==> src/sv/zlema_pkg.sv <==
package zlema_pkg;

  // Sample and history geometry (history depth must be a power of two)
  localparam int SAMPLE_BITS   = 16;
  localparam int HISTORY_DEPTH = 64;
  localparam int HIST_AW       = $clog2(HISTORY_DEPTH);

  // Register widths
  localparam int PERIOD_W = 7;
  localparam int GAIN_W   = 17;
  localparam int CFG_W    = GAIN_W;
  localparam int FILL_W   = 7;

  // Arithmetic widths
  localparam int FRAC_W = 16;
  localparam int ACC_W  = 34;
  localparam int OUT_W  = 18;
  localparam int CORR_W = SAMPLE_BITS + 2;
  localparam int DIFF_W = ACC_W + 1;
  localparam int PROD_W = GAIN_W + 1 + DIFF_W;
  localparam int SUM_W  = PROD_W - FRAC_W + 1;
  localparam int RES_W  = ACC_W + 1 - FRAC_W;

  // Register indexes
  localparam logic REG_PERIOD = 1'b0;
  localparam logic REG_GAIN   = 1'b1;

  // Reset values
  localparam logic [PERIOD_W-1:0] PERIOD_RST = PERIOD_W'(9);
  localparam logic [GAIN_W-1:0]   GAIN_RST   = GAIN_W'(13107);
  localparam logic [GAIN_W-1:0]   GAIN_ONE   = GAIN_W'(65536);
  localparam logic [FILL_W-1:0]   FILL_MAX   = {FILL_W{1'b1}};

  // Saturation limits
  localparam logic signed [SUM_W-1:0] ACC_MAX = SUM_W'((64'sd1 <<< (ACC_W - 1)) - 1);
  localparam logic signed [SUM_W-1:0] ACC_MIN = -SUM_W'(64'sd1 <<< (ACC_W - 1));
  localparam logic signed [RES_W-1:0] OUT_MAX = RES_W'((64'sd1 <<< (OUT_W - 1)) - 1);
  localparam logic signed [RES_W-1:0] OUT_MIN = -RES_W'(64'sd1 <<< (OUT_W - 1));

  // Per-item control carried from the accept stage to the update stage
  typedef struct packed {
    logic valid;
    logic warm;  // still warming up: pass the raw sample
    logic seed;  // this item seeds the accumulator
    logic fwd;   // zero lag: past sample is the current one
  } s1_ctl_t;

endpackage

==> src/sv/zlema_hist_ram.sv <==
module zlema_hist_ram (
  input  logic                                 clk_i,
  input  logic                                 we_i,
  input  logic [zlema_pkg::HIST_AW-1:0]        wr_addr_i,
  input  logic signed [zlema_pkg::SAMPLE_BITS-1:0] wr_data_i,
  input  logic                                 re_i,
  input  logic [zlema_pkg::HIST_AW-1:0]        rd_addr_i,
  output logic signed [zlema_pkg::SAMPLE_BITS-1:0] rd_data_o
);

  logic signed [zlema_pkg::SAMPLE_BITS-1:0] mem [zlema_pkg::HISTORY_DEPTH];
  logic signed [zlema_pkg::SAMPLE_BITS-1:0] rd_data_q;

  // Write port
  always_ff @(posedge clk_i) begin
    if (we_i) begin
      mem[wr_addr_i] <= wr_data_i;
    end
  end

  // Registered read port (old data on a same-address collision)
  always_ff @(posedge clk_i) begin
    if (re_i) begin
      rd_data_q <= mem[rd_addr_i];
    end
  end

  assign rd_data_o = rd_data_q;

endmodule

==> src/sv/zlema_avg.sv <==
module zlema_avg (
  input  logic                                     clk_i,
  input  logic                                     rst_ni,
  input  logic                                     fire_i,
  input  zlema_pkg::s1_ctl_t                       ctl_i,
  input  logic signed [zlema_pkg::SAMPLE_BITS-1:0] sample_i,
  input  logic signed [zlema_pkg::SAMPLE_BITS-1:0] ram_data_i,
  input  logic [zlema_pkg::GAIN_W-1:0]             gain_i,
  output logic signed [zlema_pkg::OUT_W-1:0]       filtered_o
);

  logic signed [zlema_pkg::ACC_W-1:0]       acc_q, acc_d;
  logic signed [zlema_pkg::SAMPLE_BITS-1:0] past;
  logic [zlema_pkg::GAIN_W-1:0]             gain_eff;
  logic signed [zlema_pkg::CORR_W-1:0]      corr;
  logic signed [zlema_pkg::DIFF_W-1:0]      diff;
  logic signed [zlema_pkg::PROD_W-1:0]      prod;
  logic signed [zlema_pkg::PROD_W-1:0]      prod_rnd;
  logic signed [zlema_pkg::SUM_W-1:0]       sum;
  logic signed [zlema_pkg::ACC_W-1:0]       acc_upd;
  logic signed [zlema_pkg::ACC_W-1:0]       acc_seed;
  logic signed [zlema_pkg::ACC_W:0]         res_rnd;
  logic signed [zlema_pkg::RES_W-1:0]       res;
  logic signed [zlema_pkg::OUT_W-1:0]       res_sat;

  // Past sample: forwarded when lag is zero (written in the same cycle)
  assign past = ctl_i.fwd ? sample_i : ram_data_i;

  assign gain_eff = (gain_i > zlema_pkg::GAIN_ONE) ? zlema_pkg::GAIN_ONE : gain_i;

  // corrected = 2*x - past; diff = corrected<<16 - avg
  assign corr = (zlema_pkg::CORR_W'(sample_i) <<< 1) - zlema_pkg::CORR_W'(past);
  assign diff = zlema_pkg::DIFF_W'(signed'({corr, {zlema_pkg::FRAC_W{1'b0}}}))
              - zlema_pkg::DIFF_W'(acc_q);

  // delta = floor((gain*diff + half) / 2^16)
  assign prod     = $signed({1'b0, gain_eff}) * diff;
  assign prod_rnd = prod + zlema_pkg::PROD_W'(1 <<< (zlema_pkg::FRAC_W - 1));
  assign sum      = zlema_pkg::SUM_W'(acc_q)
                  + zlema_pkg::SUM_W'($signed(prod_rnd[zlema_pkg::PROD_W-1:zlema_pkg::FRAC_W]));

  // Saturate accumulator
  always_comb begin
    if (sum > zlema_pkg::ACC_MAX) begin
      acc_upd = zlema_pkg::ACC_W'(zlema_pkg::ACC_MAX);
    end else if (sum < zlema_pkg::ACC_MIN) begin
      acc_upd = zlema_pkg::ACC_W'(zlema_pkg::ACC_MIN);
    end else begin
      acc_upd = zlema_pkg::ACC_W'(sum);
    end
  end

  assign acc_seed = zlema_pkg::ACC_W'(signed'({past, {zlema_pkg::FRAC_W{1'b0}}}));

  // Round to nearest (halves up) and saturate to the output width
  assign res_rnd = (zlema_pkg::ACC_W+1)'(acc_upd)
                 + (zlema_pkg::ACC_W+1)'(1 <<< (zlema_pkg::FRAC_W - 1));
  assign res     = res_rnd[zlema_pkg::ACC_W:zlema_pkg::FRAC_W];

  always_comb begin
    if (res > zlema_pkg::OUT_MAX) begin
      res_sat = zlema_pkg::OUT_W'(zlema_pkg::OUT_MAX);
    end else if (res < zlema_pkg::OUT_MIN) begin
      res_sat = zlema_pkg::OUT_W'(zlema_pkg::OUT_MIN);
    end else begin
      res_sat = zlema_pkg::OUT_W'(res);
    end
  end

  assign filtered_o = ctl_i.warm ? zlema_pkg::OUT_W'(sample_i) : res_sat;

  // Accumulator update
  always_comb begin
    acc_d = acc_q;
    if (fire_i) begin
      if (ctl_i.seed) begin
        acc_d = acc_seed;
      end else if (!ctl_i.warm) begin
        acc_d = acc_upd;
      end
    end
  end

  always_ff @(posedge clk_i or negedge rst_ni) begin
    if (!rst_ni) begin
      acc_q <= '0;
    end else begin
      acc_q <= acc_d;
    end
  end

endmodule

==> src/sv/zero_lag_ema_filter.sv <==
// Zero-lag EMA filter for a stream of signed 16-bit samples. Each sample is
// stored in a 64-entry history RAM; the sample from lag = (period-1)/2 steps
// back is read out and the average moves toward 2*x - past by gain (Q1.16).
// Throughput is one transaction per clock cycle sustained while the output is
// not stalled. The edge that accepts an input also captures the sample and the
// registered RAM read into the update stage; when the output register can take
// a result, the update stage updates the accumulator (subtract, multiply, add
// and saturate, all combinational) and loads the output register, from which
// the result is taken. With the output stalled, one result waits in the output
// register and one in the update stage, and stall_o rises. The first lag+1
// samples are passed raw with warming_up_o set. Writing period restarts the
// warm-up; configure only while the block is idle.
module zero_lag_ema_filter (
  input  logic                                     clk_i,
  input  logic                                     rst_ni,
  // configuration
  input  logic                                     cfg_we_i,
  input  logic                                     cfg_idx_i,
  input  logic [zlema_pkg::CFG_W-1:0]              cfg_data_i,
  // input channel
  input  logic                                     valid_i,
  output logic                                     stall_o,
  input  logic signed [zlema_pkg::SAMPLE_BITS-1:0] sample_i,
  // output channel
  output logic                                     valid_o,
  input  logic                                     stall_i,
  output logic signed [zlema_pkg::OUT_W-1:0]       filtered_o,
  output logic                                     warming_up_o
);

  logic [zlema_pkg::PERIOD_W-1:0] period_q;
  logic [zlema_pkg::GAIN_W-1:0]   gain_q;
  logic [zlema_pkg::HIST_AW-1:0]  wp_q, wp_d;
  logic [zlema_pkg::FILL_W-1:0]   fill_q, fill_d, fill_inc;
  logic                           ready_q, ready_d;

  zlema_pkg::s1_ctl_t                       s1_q, s1_d;
  logic signed [zlema_pkg::SAMPLE_BITS-1:0] s1_x_q;

  logic                                     out_valid_q;
  logic signed [zlema_pkg::OUT_W-1:0]       out_filt_q;
  logic                                     out_warm_q;

  logic [zlema_pkg::PERIOD_W-1:0] lag_raw, lag;
  logic [zlema_pkg::HIST_AW-1:0]  rd_addr;
  logic                           seed;
  logic                           in_fire, out_ready, s1_fire;
  logic signed [zlema_pkg::SAMPLE_BITS-1:0] ram_rd;
  logic signed [zlema_pkg::OUT_W-1:0]       avg_filt;

  // Handshake
  assign out_ready = !out_valid_q || !stall_i;
  assign s1_fire   = s1_q.valid && out_ready;
  assign stall_o   = s1_q.valid && !out_ready;
  assign in_fire   = valid_i && !stall_o;

  // Lag from period, limited to the history depth
  assign lag_raw = (period_q == '0) ? '0 : ((period_q - 1'b1) >> 1);
  assign lag     = (int'(lag_raw) > zlema_pkg::HISTORY_DEPTH - 1)
                 ? zlema_pkg::PERIOD_W'(zlema_pkg::HISTORY_DEPTH - 1) : lag_raw;
  assign rd_addr = wp_q - zlema_pkg::HIST_AW'(lag);

  // Warm-up tracking
  assign fill_inc = (fill_q == zlema_pkg::FILL_MAX) ? fill_q : fill_q + 1'b1;
  assign seed     = !ready_q && ({1'b0, fill_inc} >= ({1'b0, lag} + 1'b1));

  always_comb begin
    wp_d    = wp_q;
    fill_d  = fill_q;
    ready_d = ready_q;
    if (cfg_we_i && cfg_idx_i == zlema_pkg::REG_PERIOD) begin
      fill_d  = '0;
      ready_d = 1'b0;
    end else if (in_fire) begin
      wp_d    = wp_q + 1'b1;
      fill_d  = fill_inc;
      ready_d = ready_q | seed;
    end
  end

  // Update-stage control
  always_comb begin
    s1_d = s1_q;
    if (in_fire) begin
      s1_d.valid = 1'b1;
      s1_d.warm  = !ready_q;
      s1_d.seed  = seed;
      s1_d.fwd   = (lag == '0);
    end else if (s1_fire) begin
      s1_d.valid = 1'b0;
    end
  end

  always_ff @(posedge clk_i or negedge rst_ni) begin
    if (!rst_ni) begin
      period_q <= zlema_pkg::PERIOD_RST;
      gain_q   <= zlema_pkg::GAIN_RST;
      wp_q     <= '0;
      fill_q   <= '0;
      ready_q  <= 1'b0;
      s1_q     <= '0;
    end else begin
      if (cfg_we_i && cfg_idx_i == zlema_pkg::REG_PERIOD) begin
        period_q <= cfg_data_i[zlema_pkg::PERIOD_W-1:0];
      end
      if (cfg_we_i && cfg_idx_i == zlema_pkg::REG_GAIN) begin
        gain_q <= cfg_data_i[zlema_pkg::GAIN_W-1:0];
      end
      wp_q    <= wp_d;
      fill_q  <= fill_d;
      ready_q <= ready_d;
      s1_q    <= s1_d;
    end
  end

  always_ff @(posedge clk_i) begin
    if (in_fire) begin
      s1_x_q <= sample_i;
    end
  end

  // History RAM: write the new sample, read the lagged one
  zlema_hist_ram u_ram (
    .clk_i     (clk_i),
    .we_i      (in_fire),
    .wr_addr_i (wp_q),
    .wr_data_i (sample_i),
    .re_i      (in_fire),
    .rd_addr_i (rd_addr),
    .rd_data_o (ram_rd)
  );

  // Average update
  zlema_avg u_avg (
    .clk_i      (clk_i),
    .rst_ni     (rst_ni),
    .fire_i     (s1_fire),
    .ctl_i      (s1_q),
    .sample_i   (s1_x_q),
    .ram_data_i (ram_rd),
    .gain_i     (gain_q),
    .filtered_o (avg_filt)
  );

  // Output register
  always_ff @(posedge clk_i or negedge rst_ni) begin
    if (!rst_ni) begin
      out_valid_q <= 1'b0;
    end else if (out_ready) begin
      out_valid_q <= s1_q.valid;
    end
  end

  always_ff @(posedge clk_i) begin
    if (s1_fire) begin
      out_filt_q <= avg_filt;
      out_warm_q <= s1_q.warm;
    end
  end

  assign valid_o      = out_valid_q;
  assign filtered_o   = out_filt_q;
  assign warming_up_o = out_warm_q;

endmodule

==> config.mk <==
export PLATFORM = sky130hd
export DESIGN_NAME = zero_lag_ema_filter
export DESIGN_NICKNAME = d
export VERILOG_FILES = /design/src/sv/zlema_pkg.sv /design/src/sv/zlema_hist_ram.sv /design/src/sv/zlema_avg.sv /design/src/sv/zero_lag_ema_filter.sv
export SDC_FILE = /design/constraint.sdc
export NUM_CORES = 2
export LEC_CHECK = 0
export BUFFER_PORTS_ARGS = -buffer_cell sky130_fd_sc_hd__buf_4
export CAP_MARGIN = 25
export CORE_MARGIN = 8
export CORE_UTILIZATION = 47
export CTS_CLUSTER_DIAMETER = 30
export DETAILED_ROUTE_END_ITERATION = 6
export PLACE_DENSITY = 0.72
export SLEW_MARGIN = 20
export SYNTH_ARGS = -nofsm -noshare
export SYNTH_HDL_FRONTEND = slang
export SYNTH_SLANG_ARGS = --single-unit
==> constraint.sdc <==
create_clock -name clk_i -period 17.3 [get_ports clk_i]
set_input_delay 2.595 -clock clk_i [delete_from_list [all_inputs] [get_ports clk_i]]
set_output_delay 2.595 -clock clk_i [all_outputs]
set_load 0.01 [all_outputs]
==> run summary <==
status -> finished, final reports clean
Crit Path Class -> flip-flop to flip-flop
final RePlAce weighted congestion -> 0.924
slowest CP cell -> dfrtp_1
total clock buffers created by CTS -> 212
Gate Count Post-Synth -> 5051
Ports -> 60
Routed wire per std cell -> 25.6 um
slew margin rel. -> 0.232
Hold Path Class -> flip-flop to flip-flop
Die Area -> 161000 sq um
post-route setup slack -> 1320 ps
Worst setup EP type -> flip-flop
clock root buffer -> clkbuf_16
Starting DRT DRC Count -> 4040
vias in the first global route -> 45600
drt via density -> 5.84
R2R Setup Slk -> 1320 ps
Initial Util -> 0.473
Post-synth top cells -> edfxtp_1 (1075), inv_1 (681), fa_1 (551)
Final nets -> 6091
post-route ant nets -> 0
fin crit share -> 0.924
post-synthesis cell type count -> 92
Setup-failing EPs final -> 0
GRT overflow -> 0
Post-synth EDFFs -> 1075
top cell type's share of synthesized area -> 0.462
Setup TNS -> 0 ps
die width -> 401 um
first-pass GRT wire length -> 285000 um
fmax -> 62.6 MHz
Finished Cell Area -> 80300 sq um
Primary FF master, synth -> edfxtp_1
HPWL Detailed -> 123000 um
skew final -> 86.7 ps
synthesized area per cell -> 13.8 sq um
final hold violations -> 0
Ys Warns -> 0
# clock sinks -> 1152
largest net degree at the start of global routing -> 154
RSZ-0062 raised after global routing -> no
Mapped Nets -> 5902
Worst path max stage delay -> 880 ps
cell area after synthesis -> 69800 sq um
Max Cap Viol -> 0
global router's overall resource usage -> 0.232
DRC -> 0
Setup crit start kind -> flip-flop
Critical Path Fanout Max -> 17
CTS tree -> built
layout cells sized above 1 -> 0.177
routed wire length -> 188000 um
Final Critical Period -> 15980 ps
CTS clk-pin slew, worst paths -> 40 ps
Max clock buf depth -> 3
row count -> 141
die height -> 401 um
flops & latches, synth -> 1152
worst skew pair latency -> 830 ps
Pins Over Slew Limit -> 0
area leader, netlist -> edfxtp_1
Area contributors post-synth -> edfxtp_1 (46%), fa_1 (16%), mux4_2 (10%)
drt first pass iters -> 6
pre-CTS setup slack -> 1400 ps
H-tree depth -> 4
fill count -> 11700
actual slew at the worst max-slew pin -> 1150 ps
asr flop ratio synth -> 0.0668
PortBufs -> 59
CP arrival -> 16450 ps
initial antenna violation count -> 7
Core ar. -> 148000 sq um
WP buf/inv -> 1
sequential area share after synthesis -> 0.490
count leader, synth -> edfxtp_1
Layout Area Growth over Synthesis -> 15.0%
CP Data Required Time -> 17770 ps
DP Area -> 73000 sq um
family with the most delay on the worst path -> compound AO/OA/AOI/OAI gates
routed vias -> 43000
## per-stage QoR
| step | hold slack (ps) | util | std cells |
|---|---|---|---|
| 3_3_place_gp | 462 | 0.494 | 6953 |
| 5_1_grt | 531 | 0.544 | 7357 |
| 4_1_cts | 480 | 0.544 | 7354 |
| 6_report | 483 | 0.544 | 7359 |
| 2_1_floorplan | 444 | - | 5051 |
| 3_5_place_dp | 476 | 0.494 | 6954 |
## path summary, 6_finish.rpt
kind	startpoint	end	cells past startpoint
min in group asynchronous	rst_ni	u_avg.acc_q[8]	1
setup reg to reg	s1_q[0]	filtered_o[14]	54
hold / removal	s1_q[3]	valid_o	1
hold reg to reg	s1_q[3]	valid_o	1
setup / recovery	s1_q[0]	filtered_o[14]	54
max in group asynchronous	rst_ni	gain_q[0]	3
## registers in the layout, summed over array words and instances (netlist names), 4 cells and up
name             cells
fill_q               7
u_ram.rd_data_o     16
u_ram.mem         1024
s1_x_q              16
gain_q              17
u_avg.acc_q         34
s1_q                 4
wp_q                 6
period_q             7
filtered_o          18
## cell type report
class | instances | area (sq um) | share of cell area
clock buffer | 252 | 5560 | 0.0692
multi-input combinational | 3003 | 32300 | 0.402
antenna | 3 | 7.51 | 0.0000935
inverter | 683 | 2560 | 0.0319
tap | 1930 | 2410 | 0.0301
sequential | 1152 | 34200 | 0.426
clock inverter | 148 | 1760 | 0.0219
timing repair buffer | 188 | 1470 | 0.0183
## layout by cell type (no fill, tap or decap), types with 26 or more instances in the layout
| cell | n |
|---|---|
| edfxtp_1 | 1075 |
| inv_1 | 681 |
| fa_1 | 550 |
| nand2_1 | 474 |
| nor2_1 | 362 |
| mux4_2 | 320 |
| ha_1 | 260 |
| clkbuf_16 | 213 |
| buf_4 | 183 |
| a21oi_1 | 124 |
| xnor2_1 | 120 |
| o21ai_0 | 95 |
| xor2_1 | 75 |
| dfrtp_1 | 67 |
| and2_1 | 66 |
| a21o_1 | 41 |
| nand3_1 | 40 |
| mux2i_1 | 37 |
| nor3_1 | 34 |
| nor2b_1 | 31 |
| clkinv_2 | 31 |
| clkbuf_1 | 31 |
| nand4_1 | 28 |
| o21a_1 | 28 |
| mux2_2 | 26 |
## cells by family (layout without fill, tap and decap cells)
family / count (synthesis) / in the layout / share of synthesized area
DFF: 1152 / 1152 / 0.490
and+or+nand+nor: 1130 / 1130 / 0.0708
buffers and inverters: 896 / 1271 / 0.0487
adders and majority gates: 812 / 812 / 0.205
AOI/OAI and AO/OA: 476 / 476 / 0.0476
muxes: 383 / 383 / 0.113
xor gates and xnor gates: 202 / 202 / 0.0253
other: 0 / 3 / 0
## repair_timing
item / CTS / global route
hold buffers: 0 / 0
endpoints found under the setup margin: 0 / 1
buffers inserted: 0 / 0
gates resized for setup: 0 / 2
## per-layer routing
metal / up-vias / wire length (um) / global-route usage
met5: - / 0 / 0
met2: 2106 / 92600 / 0.390
li1: 18200 / - / -
met4: 0 / 8650 / 0.101
met3: 433 / 14900 / 0.0438
met1: 22300 / 71900 / 0.296
Power is left out: the tool's default activity adds up to more than one toggle a clock period on the data nets, which glitch-free logic cannot reach.
